## config.mk

```make
export PLATFORM = sky130hd
export DESIGN_NAME = lztd_packer
export DESIGN_NICKNAME = d
export VERILOG_FILES = /design/src/design/lztd_pkg.sv /design/src/design/lztd_packer.sv
export SDC_FILE = /design/constraint.sdc
export NUM_CORES = 1
export LEC_CHECK = 0
export ABC_AREA = 1
export BUFFER_PORTS_ARGS = -buffer_cell sky130_fd_sc_hd__buf_2
export CORE_UTILIZATION = 50
export CTS_CLUSTER_SIZE = 16
export DETAILED_ROUTE_END_ITERATION = 16
export PLACE_DENSITY = 0.76
export SETUP_SLACK_MARGIN = 0.1
export SYNTH_ARGS = -nofsm -noshare
export SYNTH_HDL_FRONTEND = slang
export SYNTH_SLANG_ARGS = --single-unit
export TNS_END_PERCENT = 1
```

## constraint.sdc

```tcl
create_clock -name i_clk -period 2.75 [get_ports i_clk]
set_input_delay 0.4125 -clock i_clk [delete_from_list [all_inputs] [get_ports i_clk]]
set_output_delay 0.4125 -clock i_clk [all_outputs]
set_load 0.02 [all_outputs]
```

## src/design/lztd_pkg.sv

```systemverilog
package lztd_pkg;

    localparam int WINDOW_SIZE = 32768;
    localparam int ADDR_W      = $clog2(WINDOW_SIZE);
    localparam int FILL_W      = $clog2(WINDOW_SIZE + 1);
    localparam int DIST_W      = 16;
    localparam int CMP_W       = DIST_W + 1;
    localparam int LEN_CODE_W  = 8;
    localparam int LEN_W       = LEN_CODE_W + 1;
    localparam int MATCH_BASE  = 3;
    localparam int LANES       = 8;
    localparam int LANE_W      = $clog2(LANES);
    localparam int CNT_W       = 4;
    localparam int IN_DATA_W   = 8 + LEN_CODE_W + DIST_W;
    localparam int OUT_RAW_W   = LANES * 8 + CNT_W;
    localparam int OUT_DATA_W  = ((OUT_RAW_W + 7) / 8) * 8;
    localparam int OUT_PAD_W   = OUT_DATA_W - OUT_RAW_W;

    // one byte moving from the copy engine to the lane packer
    typedef struct packed {
        logic       valid;
        logic [7:0] data;
        logic       last;
        logic       bad;
    } t_byte_xfer;

    typedef enum logic [2:0] {
        ST_IDLE  = 3'b001,
        ST_ISSUE = 3'b010,
        ST_DRAIN = 3'b100
    } t_eng_state;

endpackage

```

## src/design/lztd_packer.sv

```systemverilog
module lztd_packer (
    input  logic                                i_clk,
    input  logic                                i_rst_n,
    input  lztd_pkg::t_byte_xfer                i_byte,
    output logic                                o_byte_ready,
    output logic                                o_valid,
    input  logic                                i_ready,
    output logic [lztd_pkg::LANES*8-1:0]        o_bytes,
    output logic [lztd_pkg::CNT_W-1:0]          o_count,
    output logic                                o_last,
    output logic                                o_bad
);

    logic [7:0]                   r_acc [lztd_pkg::LANES];
    logic [lztd_pkg::LANE_W-1:0]  r_cnt;
    logic                         r_ovalid;
    logic [lztd_pkg::LANES*8-1:0] r_out_bytes;
    logic [lztd_pkg::CNT_W-1:0]   r_out_cnt;
    logic                         r_out_last;
    logic                         r_out_bad;

    logic                         complete;
    logic                         take;
    logic [lztd_pkg::CNT_W-1:0]   n_cnt;
    logic [lztd_pkg::LANES*8-1:0] n_group;

    assign complete     = i_byte.last || (r_cnt == lztd_pkg::LANE_W'(lztd_pkg::LANES - 1));
    assign o_byte_ready = !complete || !r_ovalid || i_ready;
    assign take         = i_byte.valid && o_byte_ready;
    assign n_cnt        = lztd_pkg::CNT_W'(r_cnt) + 1'b1;

    // lanes above the new byte read as zero
    always_comb begin
        for (int k = 0; k < lztd_pkg::LANES; k++) begin
            if (lztd_pkg::LANE_W'(k) == r_cnt) begin
                n_group[k*8 +: 8] = i_byte.data;
            end else if (lztd_pkg::LANE_W'(k) < r_cnt) begin
                n_group[k*8 +: 8] = r_acc[k];
            end else begin
                n_group[k*8 +: 8] = 8'h00;
            end
        end
    end

    always_ff @(posedge i_clk) begin
        if (!i_rst_n) begin
            r_cnt    <= '0;
            r_ovalid <= 1'b0;
        end else begin
            if (r_ovalid && i_ready) begin
                r_ovalid <= 1'b0;
            end
            if (take) begin
                if (complete) begin
                    r_ovalid <= 1'b1;
                    r_cnt    <= '0;
                end else begin
                    r_cnt <= r_cnt + 1'b1;
                end
            end
        end
    end

    always_ff @(posedge i_clk) begin
        if (take) begin
            if (complete) begin
                r_out_bytes <= n_group;
                r_out_cnt   <= n_cnt;
                r_out_last  <= i_byte.last;
                r_out_bad   <= i_byte.bad;
            end else begin
                r_acc[r_cnt] <= i_byte.data;
            end
        end
    end

    assign o_valid = r_ovalid;
    assign o_bytes = r_out_bytes;
    assign o_count = r_out_cnt;
    assign o_last  = r_out_last;
    assign o_bad   = r_out_bad;

    a_count_range: assert property (@(posedge i_clk) disable iff (!i_rst_n)
        r_ovalid |-> (r_out_cnt != '0
                      && r_out_cnt <= lztd_pkg::CNT_W'(lztd_pkg::LANES)))
        else $error("group count out of range");

    a_hold_group: assert property (@(posedge i_clk) disable iff (!i_rst_n)
        (r_ovalid && !i_ready) |=> r_ovalid)
        else $error("stalled group dropped");

    a_last_restart: assert property (@(posedge i_clk) disable iff (!i_rst_n)
        (take && i_byte.last) |=> (r_cnt == '0))
        else $error("lane count not restarted after final byte");

endmodule

```

==> flow_summary.toml <==
[outcome]
status = "finished clean"

[setup_path]
cp.required_ns = 2.34
cp.arrival_ns = 2.00
crit_chain = "ha_1 -> ha_1 -> inv_1 -> nand2_2 -> nand2_2 -> buf_2"
path_class = "reg2out"
critical_path.top_delay_family = "adder cells"
slowest_delay_ns = 0.49
rr_worst_depth = 7
cp_num_buf_inv = 2
cp-end-kind = "output port"
worst_setup_path_start_kind = "flop"
crit_cells = 6
cpMaxStageDelayCell = "dfxtp_2"
path_max_fanout = 16

[floorplan]
num_rows = 35
die_area_sq_um = 10020
fp.dieW_um = 100.1
core_sq_um = 9284
fp.dieH_um = 100.1
start_util = 0.5181
ios = 86

[routing]
ant_nets = 0
vias = 3027
wl_per_cell_um = 17.62
wirelength_um = 10080
drc = 0
viasPerCell = 5.292
drtPass1Iterations = 6
drtIter0Drc = 220

[clock_tree]
clock_latency_ns = 0.51
clk_path_buf_depth = 2
cts_tree = "done"
cts_made_buffers = 17
htree_num_levels = 4
cts-hold-fix-buffers = 0
clkSinkCount = 130
root_buffer = "clkbuf_8"
clk_pin_slew_ns = 0.05

[logic_synthesis]
yosysSeqAreaShare = 0.8033
syn_avg_cell_area_sq_um = 14.71
async_flop_share = 0
synthesis.nets = 345
synth_edf_count = 126
ys_top_cells_by_area = "edfxtp_1 79%, o21ai_0 6.2%, nand3_1 3.6%, nand2_1 3.0%, inv_1 2.0%"
ys_warn_count = 0
yosysTopAreaCell = "edfxtp_1"
synthFlopType = "edfxtp_1"
yosys.area.top_type_share = 0.7867
netlist_area_sq_um = 4810
synth-seq-cells = 130
synthTopCellsByCount = "126 x edfxtp_1, 60 x o21ai_0, 38 x nand2_1, 35 x nand3_1, 25 x inv_1"
yosysMostFrequentCell = "edfxtp_1"
synth_cell_types = 19
netlist_instances = 327

[timing]
rsz0062_at_grt = "false"
fin_ws_ns = 0.3415
slew_headroom = 0.5713
fmax_ghz = 0.4152
fin_crit_sh = 0.8758
hold_viol = 0
period_needed_ns = 2.408
slew_viol_final = 0
setup_viol = 0
worst_pin_slew_ns = 0.6407
setup-tns-final_ns = 0
fin_skew_ns = 0.007234
fin_hold_ws_ns = 0.07758

[placed_design]
dpl.hpwl_um = 6229
dp_slack_ns = 0.3865
io_buffer_count = 85
place_congestion = 0.7964

[grt]
use_met2 = 0.3332
first_global_vias = 2759
grt.overflow.total = 0
grtUsageMet3 = 0.05919
grt_util_all_layers = 0.2157
globalRouteMet1Util = 0.2888
busiest_layer = "met2"
grt_max_degree = 33
grt_pass1_wl_um = 15110
antenna_found_initial = 0

[pwr]
p_sw_frac = 0.2036
pwr-share-seq = 0.501
combPwrFrac = 0.048
power.leakage_nw = 2.254
intPower_mw = 3.560
netSwitchingPower_uw = 910.4
pwr-share-clk = 0.451
peakVddDrop_mv = 0.3461
power_density_nw_per_um2 = 748.3

[finish]
nNetsFinal = 448
drive_gt1_frac = 0.2957
syn_to_final_growth_pct = 24.22
num_antenna_cells = 0

[worst_hold_path]
min_path_type = "in2reg"
holdPathStages = 1

[run]
maxCapViolations = 0
-- metal layers --
metal  part of all wire  wire [um]
met5                  0          0
met4              0.025        255
met1               0.41       4087
met2               0.47       4766
met3              0.096        969
-- per-stage QoR --
| stage | instances | area [sq um] | power [mW] | utilization |
|---|---|---|---|---|
| finish | 572 | 5974 | 4.471 | 0.6435 |
| global route | 572 | 5974 | 4.603 | 0.6435 |
| global placement | 540 | 5430 | 2.489 | 0.5849 |
| CTS | 572 | 5973 | 4.493 | 0.6434 |
| detailed placement | 540 | 5430 | 2.494 | 0.5849 |
| floorplan | 327 | 4816 | 2.393 | - |
-- path summary, 6_finish.rpt --
kind                                end  slack, ns                  start
setup / recovery           o_byte_ready       0.34  r_cnt[1]$_SDFFE_PN0N_
hold / removal          o_bad$_DFFE_PP_       0.08              i_byte[0]
setup reg to reg  r_acc[6][4]$_DFFE_PP_       0.44  r_cnt[0]$_SDFFE_PN0N_
hold reg to reg   o_bytes[27]$_DFFE_PP_       0.55  r_acc[3][3]$_DFFE_PP_
-- cells in the final DEF (no fill, tap or decap), types with 3 or more instances in the layout --
cell type / Yosys / final
edfxtp_1: 126 / 126
buf_2: 1 / 85
o21ai_0: 60 / 60
nand2_1: 38 / 37
nand3_1: 35 / 35
inv_1: 25 / 24
clkbuf_16: 0 / 16
nor2_1: 8 / 8
inv_2: 5 / 5
clkbuf_8: 0 / 5
clkinv_2: 0 / 5
clkbuf_1: 2 / 5
o21ai_1: 4 / 4
nand2_2: 3 / 4
a21oi_1: 4 / 4
ha_1: 4 / 4
dfxtp_1: 4 / 3
buf_4: 3 / 3
-- final cells by class --
class / instances / area (sq um)
fillers: 689 / 3309
flip-flops and latches: 130 / 3865
clock buffers: 26 / 488.0
well taps: 129 / 161.4
repair buffers: 90 / 488.0
inverters: 30 / 116.4
multi-input cells: 161 / 800.8
clock inverters: 6 / 55.05
-- flip-flops by register name, summed over array words and instances, names as in the netlist --
name	count
o_bad	1
o_last	1
o_count	4
o_bytes	64
o_valid	1
r_acc	56
r_cnt	3
-- power by group through the flow --
| stage | registers [mW] | logic [mW] | clock network [mW] |
|---|---|---|---|
| floorplan | 2.33 | 0.0615 | 0 |
| global placement | 2.28 | 0.212 | 0 |
| detailed placement | 2.28 | 0.216 | 0 |
| CTS | 2.24 | 0.217 | 2.04 |
| global route | 2.24 | 0.230 | 2.13 |
| finish | 2.24 | 0.215 | 2.02 |
-- kinds of logic (layout without fill, tap and decap cells) --
logic type | after synthesis | in the layout | share of synthesized area
and+or+nand+nor | 87 | 87 | 0.07961
DFF | 130 | 130 | 0.8033
AOI/OAI and AO/OA | 70 | 70 | 0.07596
adders and majority gates | 4 | 4 | 0.01041
buffers and inverters | 36 | 152 | 0.03070
-- timing repair --
item	4_1_cts	5_1_grt
endpoints found under the setup margin	0	1
resized for setup	0	1
setup buffers	0	0
(Power assumes the default switching activity.)
